==> config.mk <==
export PLATFORM = sky130hd
export DESIGN_NAME = xmodem_checksum_receiver
export DESIGN_NICKNAME = d
export VERILOG_FILES = /design/src/rtl/xmcr_pkg.sv /design/src/rtl/xmcr_front.sv /design/src/rtl/xmcr_queue.sv /design/src/rtl/xmcr_back.sv /design/src/rtl/xmodem_checksum_receiver.sv
export SDC_FILE = /design/constraint.sdc
export NUM_CORES = 1
export LEC_CHECK = 0
export BUFFER_PORTS_ARGS = -buffer_cell sky130_fd_sc_hd__buf_2
export CAP_MARGIN = 0
export CORE_UTILIZATION = 30
export DETAILED_ROUTE_END_ITERATION = 6
export HOLD_SLACK_MARGIN = 0.1
export SLEW_MARGIN = 0
export SYNTH_ARGS = -nofsm -noshare
export SYNTH_HDL_FRONTEND = slang
export SYNTH_SLANG_ARGS = --single-unit
export TNS_END_PERCENT = 1
==> constraint.sdc <==
create_clock -name clk -period 11.6 [get_ports clk]
set_clock_uncertainty 0.2 [all_clocks]
set_input_delay 1.16 -clock clk [delete_from_list [all_inputs] [get_ports clk]]
set_output_delay 1.16 -clock clk [all_outputs]
set_load 0.05 [all_outputs]
==> src/rtl/xmcr_pkg.sv <==
package xmcr_pkg;

  // Protocol characters.
  localparam logic [7:0] CH_SOH = 8'h01;
  localparam logic [7:0] CH_ACK = 8'h06;
  localparam logic [7:0] CH_NAK = 8'h15;
  localparam logic [7:0] CH_EOT = 8'h04;

  // Configuration register indexes.
  localparam int CFG_IDX_W = 1;
  localparam logic [CFG_IDX_W-1:0] REG_BUFFER_LENGTH = 1'b0;
  localparam logic [CFG_IDX_W-1:0] REG_TIMEOUT_TICKS = 1'b1;
  localparam int CFG_DATA_W = 16;

  localparam logic [15:0] TIMEOUT_RESET = 16'd4000;

  // Command queue between front and back.
  localparam int QDEPTH  = 2;
  localparam int QPTR_W  = $clog2(QDEPTH);
  localparam int QCNT_W  = $clog2(QDEPTH + 1);

  typedef struct packed {
    logic       is_tick;
    logic       is_soh;
    logic       is_eot;
    logic [7:0] data;
  } cmd_t;

  typedef enum logic [4:0] {
    PH_HEADER  = 5'b00001,
    PH_NUMBER  = 5'b00010,
    PH_INVERSE = 5'b00100,
    PH_DATA    = 5'b01000,
    PH_SUM     = 5'b10000
  } phase_t;

  typedef struct packed {
    logic        reply_valid;
    logic [7:0]  reply_byte;
    logic        store_valid;
    logic [14:0] store_address;
    logic [7:0]  store_data;
    logic        done_res;
    logic [14:0] done_length;
    logic        overflow_error;
  } res_t;

endpackage

==> src/rtl/xmcr_front.sv <==
module xmcr_front
  import xmcr_pkg::*;
(
  input  logic       in_valid,
  input  logic       in_func,
  input  logic [7:0] in_rx_byte,
  output logic       in_stall,
  input  logic       q_full,
  output logic       push,
  output cmd_t       push_cmd
);

  // Accept whenever the queue has room; decode the header characters here
  // so the back end sees them as flags.
  assign in_stall = q_full;
  assign push     = in_valid && !q_full;

  always_comb begin
    push_cmd.is_tick = in_func;
    push_cmd.is_soh  = !in_func && (in_rx_byte == CH_SOH);
    push_cmd.is_eot  = !in_func && (in_rx_byte == CH_EOT);
    push_cmd.data    = in_rx_byte;
  end

endmodule

==> src/rtl/xmcr_queue.sv <==
module xmcr_queue
  import xmcr_pkg::*;
(
  input  logic clk,
  input  logic rst_n,
  input  logic push,
  input  cmd_t push_cmd,
  output logic full,
  input  logic pop,
  output logic head_valid,
  output cmd_t head_cmd
);

  cmd_t              slot_r [QDEPTH];
  logic [QPTR_W-1:0] wr_ptr_r;
  logic [QPTR_W-1:0] rd_ptr_r;
  logic [QCNT_W-1:0] count_r;

  assign full       = (count_r == QCNT_W'(QDEPTH));
  assign head_valid = (count_r != '0);
  assign head_cmd   = slot_r[rd_ptr_r];

  always_ff @(posedge clk) begin
    if (push) begin
      slot_r[wr_ptr_r] <= push_cmd;
    end
  end

  always_ff @(posedge clk) begin
    if (!rst_n) begin
      wr_ptr_r <= '0;
      rd_ptr_r <= '0;
      count_r  <= '0;
    end else begin
      if (push) begin
        wr_ptr_r <= (wr_ptr_r == QPTR_W'(QDEPTH - 1)) ? '0 : wr_ptr_r + 1'b1;
      end
      if (pop) begin
        rd_ptr_r <= (rd_ptr_r == QPTR_W'(QDEPTH - 1)) ? '0 : rd_ptr_r + 1'b1;
      end
      if (push && !pop) begin
        count_r <= count_r + 1'b1;
      end else if (pop && !push) begin
        count_r <= count_r - 1'b1;
      end
    end
  end

endmodule

==> src/rtl/xmcr_back.sv <==
module xmcr_back
  import xmcr_pkg::*;
#(
  parameter int PAYLOAD_BYTES = 128
) (
  input  logic                  clk,
  input  logic                  rst_n,
  input  logic                  cfg_we,
  input  logic [CFG_IDX_W-1:0]  cfg_index,
  input  logic [CFG_DATA_W-1:0] cfg_wdata,
  input  logic                  head_valid,
  input  cmd_t                  head_cmd,
  output logic                  pop,
  input  logic                  out_stall,
  output logic                  out_valid,
  output res_t                  out_res
);

  localparam int POS_W = 9 + $clog2(PAYLOAD_BYTES + 1);
  localparam int CMP_W = (POS_W > 17) ? POS_W : 17;

  phase_t      phase_r, phase_nxt;
  logic [7:0]  block_r, block_nxt;
  logic [7:0]  index_r, index_nxt;
  logic [7:0]  sum_r, sum_nxt;
  logic [15:0] idle_r, idle_nxt;
  logic [15:0] buf_len_r;
  logic [15:0] timeout_r;
  logic        out_valid_r;
  res_t        out_res_r;
  res_t        res;

  logic [7:0]       block_m1;
  logic [POS_W-1:0] base;
  logic [POS_W-1:0] pos;
  logic [7:0]       index_inc;
  logic [15:0]      idle_inc;
  logic             overrun;
  logic             restart;

  assign pop       = head_valid && (!out_valid_r || !out_stall);
  assign out_valid = out_valid_r;
  assign out_res   = out_res_r;

  assign block_m1  = block_r - 8'd1;
  assign base      = POS_W'(block_m1) * POS_W'(PAYLOAD_BYTES);
  assign pos       = base + POS_W'(index_r);
  assign index_inc = index_r + 8'd1;
  assign idle_inc  = idle_r + 16'd1;
  assign overrun   = (block_r == 8'd0)
                  || (CMP_W'(pos) >= CMP_W'(buf_len_r))
                  || (CMP_W'(pos) >= CMP_W'(32768));

  always_comb begin
    phase_nxt = phase_r;
    block_nxt = block_r;
    index_nxt = index_r;
    sum_nxt   = sum_r;
    idle_nxt  = idle_r;
    res       = '0;
    restart   = 1'b0;

    if (pop) begin
      if (head_cmd.is_tick) begin
        if (idle_inc >= timeout_r) begin
          res.reply_valid = 1'b1;
          res.reply_byte  = CH_NAK;
          idle_nxt        = '0;
        end else begin
          idle_nxt = idle_inc;
        end
      end else begin
        idle_nxt = '0;
        unique case (phase_r)
          PH_HEADER: begin
            if (head_cmd.is_eot) begin
              res.reply_valid = 1'b1;
              res.reply_byte  = CH_ACK;
              res.done_res    = 1'b1;
              res.done_length = 15'(base);
              block_nxt       = 8'd1;
            end else if (head_cmd.is_soh) begin
              phase_nxt = PH_NUMBER;
              sum_nxt   = '0;
            end else begin
              // Stray byte: retry the current block only.
              res.reply_valid = 1'b1;
              res.reply_byte  = CH_NAK;
              phase_nxt       = PH_HEADER;
              sum_nxt         = '0;
            end
          end
          PH_NUMBER: begin
            if (head_cmd.data == block_r) begin
              phase_nxt = PH_INVERSE;
            end else begin
              restart = 1'b1;
            end
          end
          PH_INVERSE: begin
            if (head_cmd.data == ~block_r) begin
              phase_nxt = PH_DATA;
              index_nxt = '0;
            end else begin
              restart = 1'b1;
            end
          end
          PH_DATA: begin
            if (overrun) begin
              restart            = 1'b1;
              res.overflow_error = 1'b1;
            end else begin
              res.store_valid   = 1'b1;
              res.store_address = 15'(pos);
              res.store_data    = head_cmd.data;
              sum_nxt           = sum_r + head_cmd.data;
              index_nxt         = index_inc;
              if (index_inc == 8'(PAYLOAD_BYTES)) begin
                phase_nxt = PH_SUM;
              end
            end
          end
          PH_SUM: begin
            if (head_cmd.data != sum_r) begin
              restart = 1'b1;
            end else begin
              res.reply_valid = 1'b1;
              res.reply_byte  = CH_ACK;
              block_nxt       = block_r + 8'd1;
              phase_nxt       = PH_HEADER;
            end
          end
          default: begin
            restart = 1'b1;
          end
        endcase
        if (restart) begin
          res.reply_valid = 1'b1;
          res.reply_byte  = CH_NAK;
          phase_nxt       = PH_HEADER;
          block_nxt       = 8'd1;
          index_nxt       = '0;
          sum_nxt         = '0;
        end
      end
    end

    // Writing the buffer length starts a new transfer at block 1.
    if (cfg_we && (cfg_index == REG_BUFFER_LENGTH)) begin
      block_nxt = 8'd1;
    end
  end

  always_ff @(posedge clk) begin
    if (!rst_n) begin
      phase_r     <= PH_HEADER;
      block_r     <= 8'd1;
      index_r     <= '0;
      sum_r       <= '0;
      idle_r      <= '0;
      buf_len_r   <= '0;
      timeout_r   <= TIMEOUT_RESET;
      out_valid_r <= 1'b0;
    end else begin
      phase_r <= phase_nxt;
      block_r <= block_nxt;
      index_r <= index_nxt;
      sum_r   <= sum_nxt;
      idle_r  <= idle_nxt;
      if (cfg_we && (cfg_index == REG_BUFFER_LENGTH)) begin
        buf_len_r <= cfg_wdata;
      end
      if (cfg_we && (cfg_index == REG_TIMEOUT_TICKS)) begin
        timeout_r <= cfg_wdata;
      end
      if (pop) begin
        out_valid_r <= 1'b1;
      end else if (!out_stall) begin
        out_valid_r <= 1'b0;
      end
    end
  end

  always_ff @(posedge clk) begin
    if (pop) begin
      out_res_r <= res;
    end
  end

endmodule

==> src/rtl/xmodem_checksum_receiver.sv <==
// XMODEM receiver with an 8-bit additive checksum.
// Input channel (in_valid / in_stall): each transfer carries either one byte
// from the serial line (in_func = 0, in_rx_byte) or one timer tick
// (in_func = 1). Every accepted item yields exactly one result transfer on the
// output channel (out_valid / out_stall), whose fields say whether to send a
// reply byte (ACK or NAK), write a data byte to the buffer, report the end of
// the transfer with its length, or flag a buffer overrun.
// The configuration port (cfg_we, cfg_index, cfg_wdata) sets the buffer
// length (index 0, also restarts at block 1) and the timeout in ticks
// (index 1); write it only while no item is in flight.
// Each accepted item is decoded by the front end, written into a two-entry
// command queue, executed by the protocol engine when it reaches the queue
// head, and its result is registered onto the out_ ports.
// Throughput: one item per cycle while results are not stalled.
// When the receiver of results stalls, the held result stays stable, the
// queue keeps absorbing up to two more items, and only then in_stall rises.
// Synchronous reset (rst_n low) empties the queue, drops any pending result,
// returns to waiting for a block header at block 1, clears the buffer length
// and sets the timeout to 4000 ticks.
module xmodem_checksum_receiver
  import xmcr_pkg::*;
#(
  parameter int PAYLOAD_BYTES = 128
) (
  input  logic                  clk,
  input  logic                  rst_n,
  input  logic                  cfg_we,
  input  logic [CFG_IDX_W-1:0]  cfg_index,
  input  logic [CFG_DATA_W-1:0] cfg_wdata,
  input  logic                  in_valid,
  output logic                  in_stall,
  input  logic                  in_func,
  input  logic [7:0]            in_rx_byte,
  output logic                  out_valid,
  input  logic                  out_stall,
  output logic                  out_reply_valid,
  output logic [7:0]            out_reply_byte,
  output logic                  out_store_valid,
  output logic [14:0]           out_store_address,
  output logic [7:0]            out_store_data,
  output logic                  out_done_res,
  output logic [14:0]           out_done_length,
  output logic                  out_overflow_error
);

  logic push;
  cmd_t push_cmd;
  logic q_full;
  logic pop;
  logic head_valid;
  cmd_t head_cmd;
  res_t res;

  // Front end: accepts items and decodes the header characters.
  xmcr_front u_front (
    .in_valid   (in_valid),
    .in_func    (in_func),
    .in_rx_byte (in_rx_byte),
    .in_stall   (in_stall),
    .q_full     (q_full),
    .push       (push),
    .push_cmd   (push_cmd)
  );

  // Short queue that lets the front keep accepting while a result waits.
  xmcr_queue u_queue (
    .clk        (clk),
    .rst_n      (rst_n),
    .push       (push),
    .push_cmd   (push_cmd),
    .full       (q_full),
    .pop        (pop),
    .head_valid (head_valid),
    .head_cmd   (head_cmd)
  );

  // Back end: protocol state, timeout counter and the output register.
  xmcr_back #(
    .PAYLOAD_BYTES (PAYLOAD_BYTES)
  ) u_back (
    .clk        (clk),
    .rst_n      (rst_n),
    .cfg_we     (cfg_we),
    .cfg_index  (cfg_index),
    .cfg_wdata  (cfg_wdata),
    .head_valid (head_valid),
    .head_cmd   (head_cmd),
    .pop        (pop),
    .out_stall  (out_stall),
    .out_valid  (out_valid),
    .out_res    (res)
  );

  assign out_reply_valid    = res.reply_valid;
  assign out_reply_byte     = res.reply_byte;
  assign out_store_valid    = res.store_valid;
  assign out_store_address  = res.store_address;
  assign out_store_data     = res.store_data;
  assign out_done_res       = res.done_res;
  assign out_done_length    = res.done_length;
  assign out_overflow_error = res.overflow_error;

endmodule

# [Word-level counts from Yosys, hierarchy flattened]
# Memory sizes are Yosys's and may differ from the RTL's. A register that Yosys moved wholly into a read port is not among the register bits.
# Index checks and enable logic that the tools add are counted.
[totals] regBits=132 ramBits=22 wordCells=143 memories=1
[mem_list] memory="u_queue.slot_r" depth=2 width=11 read_ports=1 rd_clocked_by_memory_dff=1 wr=1 line="xmcr_queue.sv:14" source="cmd_t slot_r [QDEPTH];"
[op_classes] n_addsub=10 n_lt_le_gt_ge=3 n_eq_ne=20 mux=49 bitwise=7 reduce_logical=33
[op_table] operator="two-way mux 8 bit" n=9
[op_table] operator="two-way mux 9 bit" n=6
[op_table] operator="two-way mux 16 bit" n=3
[op_table] operator="one-hot mux 8 bit (2 select lines)" n=3
[op_table] operator="two-way mux 5 bit" n=7
[op_table] operator="one-hot mux 5 bit (5 select lines)" n=1
[op_table] operator="two-way mux 24 bit" n=1
[op_table] operator="one-hot mux 9 bit (2 select lines)" n=1
[op_table] operator=">= comparator 17 x 16 -> 1 bit" n=1
[op_table] operator=">= comparator 17 x 16 -> 1 bit (second input constant)" n=1
[op_table] operator="adder 15 x 8 -> 16 bit" n=1
[op_table] operator="adder 16 x 1 -> 16 bit (second input constant)" n=1
[op_table] operator="adder 8 x 1 -> 8 bit (second input constant)" n=2
[op_table] operator="equality test 8 bit" n=2
[op_table] operator=">= comparator 16 bit" n=1
[op_table] operator="AND reduction 5 bit" n=3
[op_table] operator="two-way mux 1 bit" n=14
[op_table] operator="inequality test 3 x 1 -> 1 bit (second input constant)" n=3
[op_table] operator="AND reduction 9 bit" n=1
[op_table] operator="nonzero test 3 bit" n=3
[op_table] operator="adder 8 bit" n=1
[op_table] operator="equality test 8 x 1 -> 1 bit (second input constant)" n=1
[op_table] operator="equality test 8 x 3 -> 1 bit (second input constant)" n=1
[op_table] operator="equality test 8 bit (second input constant)" n=1
[op_table] operator="26 further kinds" n=54

# [Logic depth before layout (Yosys ltp)]
[depth] depth_word=11 depth_mapped=19

# [Cells and area by module]
# From an unflattened synthesis, not the netlist that was laid out.
[hier_totals] hier_cells=841 area_unflattened_um2=7827.5
[by_module_without_submodules] module="xmcr_back" n_inst=1 cells_each=769 area_each_um2=6692.7 seq_area_each_um2=2672.6
[by_module_without_submodules] module="xmcr_queue" n_inst=1 cells_each=56 area_each_um2=1011.0 seq_area_each_um2=760.7
[by_module_without_submodules] module="xmcr_front" n_inst=1 cells_each=16 area_each_um2=123.9 seq_area_each_um2=0.0

# [Worst setup path before layout]
# Ideal clock, no wire load.
[synth_timing] path_type="register to register" from="register u_back.block_r[0]" to="register u_back.block_r[0]" arrival_ps=3657 required_ps=11283 slack_ps=7626 stages_incl_launch_ff=20 n_path_buf=3 path_cell_list="dfxtp_1 buf_2 inv_1 ha_1 clkbuf_1 or4b_1 a21oi_1 o22ai_1 or2_2 inv_1 ha_1 nand3_1 nor2b_1 a221oi_1 o2111ai_2 a21oi_4 o211ai_1 o21a_1 buf_4 o22a_1"
[synth_between] elab_chain_len=11
[synth_lines] element="start, declared" line="xmcr_back.sv:23" source="logic [7:0] block_r, block_nxt;"
[synth_lines] element="start signal, assigned" line="xmcr_back.sv:166" source="block_r <= block_nxt;"
[synth_lines] element="subtractor 8 x 1 -> 8 bit *" line="xmcr_back.sv:45" source="assign block_m1 = block_r - 8'd1;"
[synth_lines] element="net u_back.base[7]" line="xmcr_back.sv:34" source="logic [POS_W-1:0] base;"
[synth_lines] element="adder 15 x 8 -> 16 bit *" line="xmcr_back.sv:47" source="assign pos = base + POS_W'(index_r);"
[synth_lines] element=">= comparator 17 x 16 -> 1 bit" line="xmcr_back.sv:51" source="|| (CMP_W'(pos) >= CMP_W'(buf_len_r))"
[synth_lines] element="logical OR 1 bit" line="xmcr_back.sv:51"
[synth_lines] element="logical OR 1 bit *" line="xmcr_back.sv:52" source="|| (CMP_W'(pos) >= CMP_W'(32768));"
[synth_lines] element="two-way mux 1 bit *" line="xmcr_back.sv:109" source="if (overrun) begin"
[synth_lines] element="one-hot mux 1 bit (5 select lines) *" line="xmcr_back.sv:74" source="unique case (phase_r)"
[synth_lines] element="two-way mux 1 bit *" line="xmcr_back.sv:64" source="if (head_cmd.is_tick) begin"
[synth_lines] element="two-way mux 1 bit *" line="xmcr_back.sv:63" source="if (pop) begin"
[synth_lines] element="inequality test 3 bit (no line) (tied with other cells)"
[synth_lines] element="AND reduction 5 bit (no line)"
# The timed path passes the listed nets; every way through them passes the cells marked *. The select of a mux whose other input is x is not followed.
# A chain may end at the register's enable or synchronous reset.

# [Worst setup path in the final report]
[layout_timing] from="register u_back.block_r[0]" to="register u_back.phase_r[2]"
[layout_between] elab_chain_len=11
[layout_lines] element="subtractor 8 x 1 -> 8 bit *" line="xmcr_back.sv:45"
[layout_lines] element="net u_back.base[7]" line="xmcr_back.sv:34"
[layout_lines] element="adder 15 x 8 -> 16 bit *" line="xmcr_back.sv:47"
[layout_lines] element=">= comparator 17 x 16 -> 1 bit" line="xmcr_back.sv:51"
[layout_lines] element="logical OR 1 bit" line="xmcr_back.sv:51"
[layout_lines] element="logical OR 1 bit *" line="xmcr_back.sv:52"
[layout_lines] element="two-way mux 1 bit" line="xmcr_back.sv:109"
[layout_lines] element="one-hot mux 1 bit (5 select lines)" line="xmcr_back.sv:74"
[layout_lines] element="two-way mux 1 bit" line="xmcr_back.sv:64"
[layout_lines] element="two-way mux 1 bit" line="xmcr_back.sv:63"
[layout_lines] element="inequality test 3 x 1 -> 1 bit (no line) (tied with other cells)"
[layout_lines] element="AND reduction 9 bit (no line)"
[layout_lines] element="end signal, assigned" line="xmcr_back.sv:165" source="phase_r <= phase_nxt;"
[layout_lines] element="end, declared" line="xmcr_back.sv:22" source="phase_t phase_r, phase_nxt;"
# Marked as above.

==> metrics.md <==
| Metric | Value |
|---|---|
| Chip height | `161 µm` |
| Critical path, cell by cell | `inv_1, ha_1, inv_1, ha_1, nor3b_1, o22ai_1, or2_2, inv_1, ha_1, nand3_1, nor2b_1, a221oi_1, o2111ai_2, a211oi_2, buf_4, a21oi_1, nor2b_1, a22o_1` |
| Num ports | `83` |
| CP Class | `reg -> reg` |
| CP bufs+invs | `4` |
| Post-synth EDFFs | `59` |
| Row cnt | `57` |
| Vias in the first global route | `5,522` |
| CTS tree | `done` |
| Routed via count | `5,848` |
| Core area | `0.0245 mm²` |
| Status | `complete, no violations` |
| Final Util | `0.356` |
| Syn. warnings | `0` |
| Largest net degree at the start of global routing | `39` |
| NumNets Final | `between 900 and 1,000` |
| Clock buffer depth | `2` |
| CP peak stage delay | `0.93 ns` |
| Initial Util | `0.309` |
| Die footprint | `0.0259 mm²` |
| Minimum clock period | `5.24 ns` |
| Peak VDD IR | `0.000134 V` |
| Htree depth | `4` |
| Ys flop type | `dfxtp_1` |
| Cells after Synth | `820` |
| Synthesized cell area | `0.00758 mm²` |
| Period utilization | `0.452` |
| Final Setup Violations | `0` |
| Cts hold-fix bufs | `0` |
| Crit-path max FO | `20` |
| Post-detailed-route wirelength per cell | `14.7 µm` |
| Cts bufs inserted | `17` |
| Cts repair resizes | `0` |
| WL final | `between 15 and 20 mm` |
| Overall global routing resource usage | `0.143` |
| Multi-input logic area | `roughly 0.0037 mm²` |
| Leakage | `about 3.6 nW` |
| Peak Freq | `0.191 GHz` |
| Cell family with most CP delay | `compound AO/OA/AOI/OAI gates` |
| Worst slew pin tran | `1.17 ns` |
| Most frequent cells in the layout | `109 x nand2_1, 83 x dfxtp_1, 71 x buf_2` |
| Yosys cell types | `63` |
| Initial antenna violation count | `3` |
| Fin Setup TNS | `0 ns` |
| Number of remaining DRC errors | `0` |
| Root buffer cell | `clkbuf_16` |
| Clk Latency, worst-skew pair | `0.43 ns` |
| Max_cap viols | `0` |
| Most common cell after layout, fill and taps aside | `nand2_1` |
| Post-synthesis register bit count | `between 100 and 150` |
| PD cells | `199 mW/mm²` |
| Iteration count of the initial detailed-routing pass | `5` |
| Async S/R FF share, synth | `0` |
| Area growth from synthesis to layout | `15.3%` |
| Clock-pin transition on the worst setup and hold timing paths | `roughly 0.060 ns` |
| Worst setup SP type | `flip-flop` |
| Clk sinks | `between 100 and 150` |
| RSZ-0062 raised after global routing | `false` |
| Crit path max-delay cell type | `a211oi_2` |
| Via density | `just under 5` |
| First-pass GRT wire length | `between 20 and 30 mm` |
| Min-Delay Path Class | `reg -> reg` |
| Dpl hpwl | `13.2 mm` |
| Port-buffer cells | `71` |
| Gpl congestion | `roughly 0.82` |
| Final Max Slew Viols | `0` |
| Crit path DAT | `between 5 and 6 ns` |
| Final antenna-violating net count | `0` |
| Rel. slew slack | `0.221` |
| Data required, critical path | `11.72 ns` |
| DRT iter0 DRCs | `293` |
| Seq/Total Area, Yosys | `0.453` |
| Final Hold Fails | `0` |
| CP endpoint kind | `flip-flop` |
| Number of fill cells | `2,553` |
| Fraction of layout cells with a size suffix above 1 | `0.140` |
| Post-Syn Area per Cell | `roughly 9 µm²` |
| Die X | `roughly 160 µm` |
| Congestion Overflow GR | `0` |
| Post-CTS setup buffers | `0` |
| Storage cell area | `roughly 0.0034 mm²` |
[area by class of cell]
cell class,instances,area share
Clock inverter,15,0.0180
Multi-Input combinational cell,582,0.425
Tap cell,324,0.0464
Inverter,56,0.0240
Antenna cell,2,0.000572
Clock buffer,17,0.0486
Sequential cell,142,0.393
Timing Repair Buffer,76,0.0449
[registers in the layout (all words and copies together) (netlist names), named ones only]
register,count
u_back.index_r,8
u_back.buf_len_r,16
u_back.out_res,37
u_queue.slot_r,22
u_queue.count_r,2
u_back.timeout_r,16
u_back.idle_r,16
u_back.block_r,8
u_back.out_valid,1
u_queue.rd_ptr_r,1
u_back.sum_r,8
u_back.phase_r,5
u_queue.wr_ptr_r,1
[path summary, 6_finish.rpt]
check,startpoint,endpoint,slack [ns],cells past startpoint
setup reg to reg,u_back.block_r[0],u_back.phase_r[2],6.36,18
setup / recovery,u_back.block_r[0],u_back.phase_r[2],6.36,18
hold reg to reg,u_back.timeout_r[1],u_back.timeout_r[1],0.25,2
hold / removal,u_back.timeout_r[1],u_back.timeout_r[1],0.25,2
[layer usage]
metal / share of wire / wire length (µm) / track usage
met2: 0.46 / 8140 / 0.228
met5: 0.00073 / 13 / 0
met4: 0.015 / 260 / 0.0459
met3: 0.044 / 789 / 0.0329
met1: 0.48 / 8660 / 0.192
[kinds of logic after synthesis]
kind of cell               synth area share
other                              0.000494
buffers and inverters                0.0622
xor gates and xnor gates             0.0474
and+or+nand+nor                       0.192
adders and majority gates            0.0818
DFF                                   0.453
muxes                                0.0200
AOI/OAI and AO/OA                     0.144
[through the flow]
step / power [mW] / instance area (µm²) / cells / hold slack [ns] / setup WS (ns)
finish: 1.74 / 8750 / 1214 / 0.253 / 6.36
global route: 1.82 / 8750 / 1214 / 0.275 / 5.82
CTS: 1.76 / 8740 / 1212 / 0.258 / 6.40
detailed placement: 1.21 / 8160 / 1180 / 0.249 / 6.42
global placement: 1.21 / 8160 / 1180 / 0.243 / 6.54
floorplan: 1.08 / 7620 / 830 / 0.236 / 7.63
[cell usage after synthesis, types with 3 or more instances]
cell	instances	share of area
xnor2_1	28	0.032
clkbuf_1	26	0.013
edfxtp_1	59	0.23
mux2i_1	14	0.018
nor2_1	57	0.028
nand2b_1	5	0.0041
nor4_1	9	0.0074
a32o_1	11	0.015
nand3_1	29	0.019
nor3_1	15	0.0099
and3_1	22	0.018
or3_1	11	0.0091
buf_2	5	0.0033
or2_2	6	0.0050
nand2_1	109	0.054
nand4_1	8	0.0066
nor3b_1	6	0.0059
ha_1	48	0.079
a21boi_0	3	0.0030
nor2b_1	6	0.0050
and3b_1	3	0.0035
a21oi_1	62	0.041
xor2_1	13	0.015
a31oi_1	8	0.0066
o21a_1	5	0.0050
buf_4	16	0.016
o22ai_1	4	0.0033
o21ai_0	21	0.014
or4_1	6	0.0059
a21o_1	18	0.018
o211ai_1	10	0.0099
dfxtp_1	83	0.22
a22o_1	3	0.0035
inv_1	55	0.027
[tightest hold or removal path, stage by stage, from the launching register on]
cell and delay [ns]:
dfxtp_1 0.31, nand2_1 0.05, a21oi_1 0.05
[power breakdown]
group          switching (mW)  total, mW  internal [mW]
clock network           0.255      0.545          0.290
registers              0.0410      0.659          0.618
logic                   0.408      0.538          0.130
No activity file was read; power rests on OpenSTA's default activity.
